--- src/rtl/core/hic_pkg.sv ---
// Shared widths and limits of the histogram inversion counter.
// No dependencies; imported by the top level and its checker.
`timescale 1ns / 1ps
`default_nettype none

package hic_pkg;

	localparam int VALUE_RANGE = 16;
	localparam int VALUE_W     = 4;
	localparam int BIN_W       = 11;
	localparam int TOTAL_W     = 20;
	localparam int IDX_W       = $clog2(VALUE_RANGE);
	localparam int SUM_W       = BIN_W + IDX_W;

	localparam logic [BIN_W-1:0]   BIN_MAX   = {BIN_W{1'b1}};
	localparam logic [TOTAL_W-1:0] TOTAL_MAX = {TOTAL_W{1'b1}};
	localparam logic [IDX_W-1:0]   IDX_TOP   = IDX_W'(VALUE_RANGE - 1);

endpackage

`default_nettype wire

--- src/rtl/core/histogram_inversion_counter_top.sv ---
// Top level of the histogram inversion counter: bin memory, walk sequencer and result register.
// Depends on hic_pkg.
`timescale 1ns / 1ps
`default_nettype none

// Channel   Handshake            Payload
// input     in_valid/in_ready    value, last_item
// output    out_valid/out_ready  inversion_total, sequence_done
//
// After an item's transfer, the sequencer reads the bins 0 to v from the bin memory at one
// read a cycle, where v is the clamped value, so the bin walk over the memory read port sets
// how long the item takes until its result is loaded. The next transfer can follow in the
// cycle after the load, so the block takes no new item before the last one's result is loaded.
// The reset is asynchronous and clears the bin valid bits, so no clearing pass is needed and
// the block accepts an item as soon as reset is released. A stalled result sits in the
// output register while the next item is taken and walked; the sequencer only waits if it
// finishes before that result has been transferred.

module histogram_inversion_counter_top (
	input  wire logic                         clk,
	input  wire logic                         arst_n,
	input  wire logic                         in_valid,
	output logic                              in_ready,
	input  wire logic [hic_pkg::VALUE_W-1:0]  value,
	input  wire logic                         last_item,
	output logic                              out_valid,
	input  wire logic                         out_ready,
	output logic [hic_pkg::TOTAL_W-1:0]       inversion_total,
	output logic                              sequence_done
);

	import hic_pkg::*;

	// One-hot sequencer states.
	typedef enum logic [3:0] {
		S_IDLE   = 4'b0001,
		S_WALK   = 4'b0010,
		S_UPDATE = 4'b0100,
		S_OUT    = 4'b1000
	} state_t;

	state_t state_q, state_d;

	// Bin memory. Its contents are never reset; instead each entry has a valid bit, and an
	// entry whose bit is clear reads as zero. Clearing all valid bits at once empties the
	// histogram, both at reset and at the end of a sequence.
	logic [BIN_W-1:0]       bin_mem [VALUE_RANGE];
	logic [VALUE_RANGE-1:0] entry_valid_q;

	logic [IDX_W-1:0]   v_q;          // clamped value of the item being worked on
	logic               last_q;       // sequence end mark of that item
	logic [IDX_W-1:0]   k_q;          // address of the bin being read
	logic [SUM_W-1:0]   below_q;      // sum of the bins below v_q
	logic [TOTAL_W-1:0] total_q;      // running inversion total

	// Read stage: data returned by the memory in the cycle after its address.
	logic [BIN_W-1:0]   rd_data_s1;
	logic               rd_vld_s1;    // entry had been written since the last clear
	logic               rd_busy_s1;   // a walk read was issued in the previous cycle

	logic [IDX_W-1:0]   v_clamped;
	logic [BIN_W-1:0]   bin_cur;
	logic [BIN_W-1:0]   bin_next;
	logic [TOTAL_W:0]   total_sum;
	logic [TOTAL_W-1:0] total_next;
	logic               accept;
	logic               out_load;

	assign in_ready = (state_q == S_IDLE);
	assign accept   = in_valid && in_ready;
	assign out_load = (state_q == S_OUT) && (!out_valid || out_ready);

	// Values beyond the histogram are counted in its topmost bin.
	always_comb begin
		if (int'(value) >= VALUE_RANGE) begin
			v_clamped = IDX_TOP;
		end else begin
			v_clamped = IDX_W'(value);
		end
	end

	assign bin_cur  = rd_vld_s1 ? rd_data_s1 : '0;
	assign bin_next = (bin_cur == BIN_MAX) ? BIN_MAX : bin_cur + 1'b1;

	// Saturating add of the bins below onto the running total.
	assign total_sum  = {1'b0, total_q} + (TOTAL_W + 1)'(below_q);
	assign total_next = total_sum[TOTAL_W] ? TOTAL_MAX : total_sum[TOTAL_W-1:0];

	always_comb begin
		state_d = state_q;
		unique case (state_q)
			S_IDLE: begin
				if (accept) begin
					state_d = S_WALK;
				end
			end
			S_WALK: begin
				if (k_q == v_q) begin
					state_d = S_UPDATE;
				end
			end
			S_UPDATE: begin
				state_d = S_OUT;
			end
			S_OUT: begin
				if (out_load) begin
					state_d = S_IDLE;
				end
			end
			default: begin
				state_d = S_IDLE;
			end
		endcase
	end

	always_ff @(posedge clk or negedge arst_n) begin
		if (!arst_n) begin
			state_q <= S_IDLE;
		end else begin
			state_q <= state_d;
		end
	end

	// Memory read port: the walk reads one bin a cycle, from bin 0 up to the item's own bin.
	always_ff @(posedge clk) begin
		rd_data_s1 <= bin_mem[k_q];
	end

	// Memory write port: the item's own bin, incremented with saturation, is written back in
	// the update cycle. The next read of any bin belongs to a later item, which cannot start
	// before this write, so no forwarding is needed.
	always_ff @(posedge clk) begin
		if (state_q == S_UPDATE) begin
			bin_mem[v_q] <= bin_next;
		end
	end

	// Item registers.
	always_ff @(posedge clk) begin
		if (accept) begin
			v_q    <= v_clamped;
			last_q <= last_item;
		end
	end

	always_ff @(posedge clk or negedge arst_n) begin
		if (!arst_n) begin
			k_q        <= '0;
			below_q    <= '0;
			rd_busy_s1 <= 1'b0;
			rd_vld_s1  <= 1'b0;
		end else begin
			rd_busy_s1 <= (state_q == S_WALK);
			rd_vld_s1  <= entry_valid_q[k_q];
			if (accept) begin
				k_q     <= '0;
				below_q <= '0;
			end else begin
				if ((state_q == S_WALK) && (k_q != v_q)) begin
					k_q <= k_q + 1'b1;
				end
				// While walking, the returned data belongs to a bin below the item's own.
				if (rd_busy_s1 && (state_q == S_WALK)) begin
					below_q <= below_q + SUM_W'(bin_cur);
				end
			end
		end
	end

	// Running total and valid bits. The end of a sequence clears both once its result has
	// been loaded into the output register.
	always_ff @(posedge clk or negedge arst_n) begin
		if (!arst_n) begin
			total_q       <= '0;
			entry_valid_q <= '0;
		end else begin
			if (state_q == S_UPDATE) begin
				total_q          <= total_next;
				entry_valid_q[v_q] <= 1'b1;
			end else if (out_load && last_q) begin
				total_q       <= '0;
				entry_valid_q <= '0;
			end
		end
	end

	// Output register, which parts the result from the sequencer.
	always_ff @(posedge clk or negedge arst_n) begin
		if (!arst_n) begin
			out_valid <= 1'b0;
		end else begin
			if (out_load) begin
				out_valid <= 1'b1;
			end else if (out_ready) begin
				out_valid <= 1'b0;
			end
		end
	end

	always_ff @(posedge clk) begin
		if (out_load) begin
			inversion_total <= total_q;
			sequence_done   <= last_q;
		end
	end

endmodule

`default_nettype wire

--- config.mk ---
export PLATFORM = sky130hd
export DESIGN_NAME = histogram_inversion_counter_top
export DESIGN_NICKNAME = d
export VERILOG_FILES = /design/src/rtl/core/hic_pkg.sv /design/src/rtl/core/histogram_inversion_counter_top.sv
export SDC_FILE = /design/constraint.sdc
export NUM_CORES = 1
export LEC_CHECK = 0
export ABC_AREA = 1
export BUFFER_PORTS_ARGS = -buffer_cell sky130_fd_sc_hd__buf_2
export CORE_UTILIZATION = 40
export CTS_CLUSTER_DIAMETER = 40
export DETAILED_ROUTE_END_ITERATION = 12
export PLACE_DENSITY_LB_ADDON = 0.08
export SYNTH_ARGS = -nofsm -noshare
export SYNTH_HDL_FRONTEND = slang
export SYNTH_SLANG_ARGS = --single-unit
--- constraint.sdc ---
create_clock -name clk -period 1.85 [get_ports clk]
set_input_delay 0.37 -clock clk [delete_from_list [all_inputs] [get_ports clk]]
set_output_delay 0.37 -clock clk [all_outputs]
set_load 0.02 [all_outputs]
==> results.json, run 1 <==
{
  "start_kind": "flip-flop",
  "powerDensity_nw_per_um2": 1642,
  "rsz0062_at_grt": "yes",
  "gp_congestion": 0.8699,
  "hold_violations": 0,
  "clkLatencyLatePin_ns": 0.55,
  "synthArstFlopShare": 0.2255,
  "grt_max_degree": 51,
  "status": "finished, violations left",
  "holdPathEnd": "last_q$_DFFE_PP_",
  "synth_flop_cell": "edfxtp_1",
  "ios": 32,
  "antenna_found_initial": 0,
  "worst_pin_slew_ns": 0.5635,
  "synth_area_leaders": "edfxtp_1 (49%), dfrtp_1 (12%), nand2_1 (6.3%)",
  "rrSetupSlack_ns": -0.1,
  "viasPerCell": 5.176,
  "timing.rr.start": "rd_vld_s1$_DFF_PN0_",
  "drv_slew": 0,
  "syn_area_sq_um": 12350,
  "postRouteAntennaNets": 0,
  "drtPass1Iterations": 5,
  "root_buffer": "clkbuf_16",
  "post_synth.cell_area_avg_sq_um": 10.40,
  "start_util": 0.4113,
  "cts_buffers": 41,
  "critPathRequiredTime_ns": 2.26,
  "min_path_type": "primary input to flip-flop",
  "reg2reg_to": "below_q[14]$_DFFE_PN0P_",
  "core_region_area_sq_um": 30030,
  "syn_nets": 1227,
  "ys_top_cells_by_count": "nand2_1 (208), edfxtp_1 (202), nor2_1 (173), o21ai_0 (129), inv_1 (92)",
  "skew_ns": 0.03618,
  "dp_hpwl_microns": 20890,
  "crit_fanout": 8,
  "worst-r2r-cell-count": 13,
  "first_iter_violations": 575,
  "dieWidth_microns": 177.7,
  "leakagePower_uw": 0.006932,
  "track_usage": 0.2162,
  "grt_pass1_wl_microns": 51490,
  "hold_depth": 1,
  "synth_edf_count": 202,
  "die_height_microns": 177.7,
  "routed_wl_microns": 33580,
  "grt.overflow.total": 0,
  "clock-sinks": 275,
  "vias": 9431,
  "violations": "setup timing",
  "synth_seq_area_share": 0.6346,
  "fmax_ghz": 0.5137,
  "grt_pass1_vias": 9262,
  "setup_violations": 48,
  "cap_violations": 0,
  "port_buffers": 31,
  "row_count": 63,
  "drc": 0,
  "nets": 1438,
  "end_kind": "flip-flop",
  "ctsHtreeMaxLevel": 2,
  "fin_ws_ns": -0.09653,
  "area_growth_pct": 34.78,
  "routedWlPerCell_microns": 18.43,
  "yosysTopAreaCell": "edfxtp_1",
  "timing.slew.headroom": 0.6223,
  "dpl_worst_slack_ns": -0.2077,
  "timing.final.crit_share": 1.052,
  "die_area_sq_um": 31590,
  "cts_buffer_depth": 3,
  "holdCritStartpoint": "last_item",
  "synth_top_area_share": 0.4910,
  "arrival_ns": 2.36,
  "synth_cell_types": 41,
  "synth_warnings": 0,
  "ir_drop_mv": 0.8476,
  "diodes": 0,
  "yosysMostFrequentCell": "nand2_1",
  "drive_gt1_frac": 0.2968,
  "critPathKind": "flip-flop to flip-flop",
  "hold_ws_ns": 0.02071,
  "ys_ff_latch": 275,
  "cts_tree": "done",
  "path_clk_slew_ns": 0.06,
  "min_period_ns": 1.947,
  "synth_cells": 1188
}
==> kinds of logic after synthesis <==
| logic type | count (synthesis) | share of synthesized area |
|---|---|---|
| DFF | 275 | 0.6346 |
| buffers and inverters | 143 | 0.04568 |
| AOI/OAI and AO/OA | 246 | 0.1169 |
| and+or+nand+nor | 484 | 0.1642 |
| adders and majority gates | 30 | 0.03160 |
| xor gates and xnor gates | 10 | 0.007090 |
==> cell type report <==
cell class / instances / area, sq um
Clock buffer: 44 / 1037
Clock inverter: 32 / 369.1
Fill cell: 2604 / 13380
Inverter: 98 / 372.9
Multi-Input combinational cell: 771 / 4582
Sequential cell: 275 / 7841
Tap cell: 390 / 488.0
Timing Repair Buffer: 212 / 1959
==> where the power goes <==
part | internal [uW] | switching (uW) | total, uW | leakage [uW]
clock | 4650 | 3100 | 7750 | 0.000670
combinational | 4620 | 6010 | 10600 | 0.00355
sequential | 8300 | 663 | 8960 | 0.00271
total | 17600 | 9770 | 27300 | 0.00693
==> per-stage QoR <==
stage	setup TNS [ns]	cells	area (sq um)	total power, uW	utilization
floorplan	-6.217	1188	12420	13960	-
global placement	-14.72	1721	14380	18140	0.4787
detailed placement	-23.94	1721	14380	18210	0.4787
CTS	-0.3697	1813	16260	26780	0.5415
global route	-15.14	1822	16650	28970	0.5544
finish	-1.591	1822	16650	27340	0.5544
==> registers in the layout, summed over array words and instances (netlist names), 4 cells and up <==
register         count
below_q             15
k_q                  4
state_q              4
entry_valid_q       16
total_q             20
rd_data_s1          11
inversion_total     20
bin_mem            176
v_q                  4
==> placed cells by master (no fill, tap or decap), types with 4 or more instances in the layout <==
cell and n:
o21ai_1 15, edfxtp_1 202, buf_4 130, o211ai_1 18
o21ai_0 119, clkinv_2 5, xnor2_1 4, ha_1 9
a21oi_2 13, buf_12 27, a21oi_1 22, nand4_1 7
inv_6 8, dfxtp_1 11, inv_1 81, nand3_2 28
o221ai_1 35, nor3_4 4, buf_2 30, clkinvlp_4 6
ha_4 16, nand2_2 18, nand2_1 186, inv_2 15
nor2_2 13, o22ai_1 13, xor2_1 5, dfrtp_1 59
nor2_1 161, nand2_4 8, buf_6 22, clkbuf_16 42
nand3_1 44, nand3_4 4
==> routing by layer <==
layer,global-route usage,up-vias,wire (microns),share of wire
li1,-,4618,-,-
met1,0.2800,4521,14920,0.44
met2,0.3610,213,16010,0.48
met3,0.03920,79,1600,0.048
met4,0.07906,0,1051,0.031
met5,0,-,0,0
==> critical path, cell delays in order (launching register included) <==
cell and delay [ns]:
dfrtp_2 0.46, nand2_4 0.09, inv_4 0.07, ha_4 0.14
inv_4 0.04, fa_2 0.36, inv_2 0.07, nand3_2 0.07
nand2_2 0.10, nand4_1 0.10, nand3_2 0.11, nand4_1 0.09
nand2_1 0.08, nor2_1 0.04
==> worst max path at each step <==
stage	startpoint	to	slack [ns]	cells after the start
6_report	rd_vld_s1$_DFF_PN0_	below_q[14]$_DFFE_PN0P_	-0.1	13
2_1_floorplan	state_q[1]$_DFFE_PN0P_	bin_mem[11][0]$_DFFE_PP_	-0.05	5
3_3_place_gp	below_q[0]$_DFFE_PN0P_	total_q[2]$_DFFE_PN0P_	-0.16	10
5_1_grt	rd_vld_s1$_DFF_PN0_	below_q[14]$_DFFE_PN0P_	-0.21	13
4_1_cts	rd_vld_s1$_DFF_PN0_	below_q[14]$_DFFE_PN0P_	-0.07	13
3_5_place_dp	below_q[0]$_DFFE_PN0P_	total_q[2]$_DFFE_PN0P_	-0.21	10
==> what timing repair did <==
action,CTS,global route
buffers inserted,12,6
pin swaps,20,24
resized for setup,69,89
cloned,2,4
endpoints found under the hold margin,14,0
hold buffers,2,0
setup endpoints to repair,207,262
No activity file was read; power rests on OpenSTA's default activity.
==> inputs of run 2 (changes only) <==
- CTS_CLUSTER_SIZE: not set -> 16
- SKIP_CTS_REPAIR_TIMING: not set -> 1
==> run 2 against run 1 <==
Compared with the run above: the run still ends with setup timing left; clock power increased by 3.4%; clock-buffer cell count unchanged; cell count increased by 0.33%; first-iteration DRC count increased by 11%; global-route usage decreased by 0.41 points; hold slack got worse by 0.0032 ns; worst setup slack got worse by 0.050 ns; total power increased by 2.0%; critical endpoint is now total_q[18]$_DFFE_PN0P_; highest routed layer unchanged.
==> results.json, run 2 (synthesis results as in run 1) <==
{
  "status": "finished, violations left",
  "violations": "setup timing",
  "dpl_worst_slack_ns": -0.2077,
  "skew_ns": 0.03886,
  "min_period_ns": 1.997,
  "hold_ws_ns": 0.01748,
  "row_count": 63,
  "final_cell_mix": "edfxtp_1 (202), nand2_1 (183), nor2_1 (161)",
  "postRouteAntennaNets": 0,
  "ir_drop_mv": 1.031,
  "dp_hpwl_microns": 20890,
  "timing.setup.tns_ns": -7.620,
  "leakagePower_uw": 0.006995,
  "drtPass1Iterations": 5,
  "final_util": 0.5572,
  "die_height_microns": 177.7,
  "diodes": 0,
  "end_kind": "flip-flop",
  "cts_buffer_depth": 3,
  "largest_registers": "bin_mem (176), inversion_total (20), total_q (20)",
  "timing.final.crit_share": 1.079,
  "area_growth_pct": 35.47,
  "p_total_uw": 27880,
  "grt.overflow.total": 0,
  "gp_congestion": 0.8699,
  "timing.slew.headroom": 0.6018,
  "first_iter_violations": 641,
  "cts_buffers": 41,
  "fmax_ghz": 0.5009,
  "port_buffers": 31,
  "grt_max_degree": 51,
  "nets": 1444,
  "final_common_cell": "edfxtp_1",
  "top_register": "bin_mem",
  "drc": 0,
  "routedWlPerCell_microns": 18.50,
  "largest_reg_flops": 176,
  "core_region_area_sq_um": 30030,
  "fin_ws_ns": -0.1465,
  "grt_pass1_vias": 9129,
  "min_path_type": "primary input to flip-flop",
  "track_usage": 0.2120,
  "ctsHtreeMaxLevel": 2,
  "worst_pin_slew_ns": 0.5941,
  "powerDensity_nw_per_um2": 1666,
  "viasPerCell": 5.185,
  "crit_fanout": 4,
  "critPathRequiredTime_ns": 2.27,
  "clkLatencyLatePin_ns": 0.55,
  "clock-sinks": 275,
  "arrival_ns": 2.42,
  "grt_pass1_wl_microns": 50540,
  "hold_violations": 0,
  "drive_gt1_frac": 0.2955,
  "setup_violations": 131,
  "routed_wl_microns": 33820,
  "dieWidth_microns": 177.7,
  "vias": 9478,
  "rsz0062_at_grt": "yes",
  "drv_slew": 0,
  "critPathKind": "flip-flop to flip-flop",
  "path_clk_slew_ns": 0.06,
  "antenna_found_initial": 0,
  "start_kind": "flip-flop",
  "cap_violations": 0,
  "start_util": 0.4113,
  "root_buffer": "clkbuf_16",
  "ios": 32,
  "cts_tree": "done",
  "die_area_sq_um": 31590
}
run 2: changes by cell type in the layout (fill, tap and decap cells not counted), moves of 4 or more:
cell / change
buf_4: +6
clkinv_2: -4
ha_1: +5
ha_4: -4
nand2_4: +4
nand3_1: +4
nand3_2: -6
o21ai_1: -4
run 2: cell type report:
type / count / area (sq um)
fill: 2588 / 13300
clock buffer: 44 / 1057
tap: 390 / 488.0
sequential: 275 / 7841
multi-input combinational: 772 / 4543
clock inverter: 32 / 406.6
timing repair buffer: 217 / 2026
inverter: 98 / 372.9
run 2: worst paths after layout:
check	from	endpoint	slack (ns)	cells after the start
max	total_q[0]$_DFFE_PN0P_	total_q[18]$_DFFE_PN0P_	-0.15	13
min reg2reg	entry_valid_q[3]$_DFFE_PN0P_	entry_valid_q[3]$_DFFE_PN0P_	0.50	2
min	value[3]	v_q[3]$_DFFE_PP_	0.02	1
max reg2reg	total_q[0]$_DFFE_PN0P_	total_q[18]$_DFFE_PN0P_	-0.15	13
max in group asynchronous	arst_n	total_q[6]$_DFFE_PN0P_	0.89	3
min in group asynchronous	arst_n	entry_valid_q[10]$_DFFE_PN0P_	0.34	2
run 2: per-stage QoR:
stage | std cells | area [sq um]
after floorplan | 1188 | 12420
after global placement | 1721 | 14380
after detailed placement | 1721 | 14380
after CTS | 1797 | 15840
after global routing | 1828 | 16730
final | 1828 | 16730
run 2: worst max-delay path, cell delays in order (launching register included):
cell and delay [ns]:
dfrtp_1 0.39, ha_2 0.21, fa_2 0.40, nand2_2 0.08, nand3_2 0.08, nand3_2 0.09, nand2_2 0.08, nand3_2 0.10
nand2_4 0.09, nand2_4 0.09, buf_6 0.12, nand3_2 0.07, nand2_1 0.06, nand2_1 0.05
run 2: where the power goes:
group	leakage (uW)	switching, uW	internal, uW
combinational	0.00359	6120	4790
sequential	0.00271	650	8300
clock	0.000698	3130	4880
total	0.00699	9900	18000
run 2: layer usage:
metal,track usage,share of wire,vias up
li1,-,-,4636
met1,0.2778,0.45,4544
met2,0.3537,0.47,226
met3,0.03749,0.050,72
met4,0.07194,0.029,0
met5,0,0,-
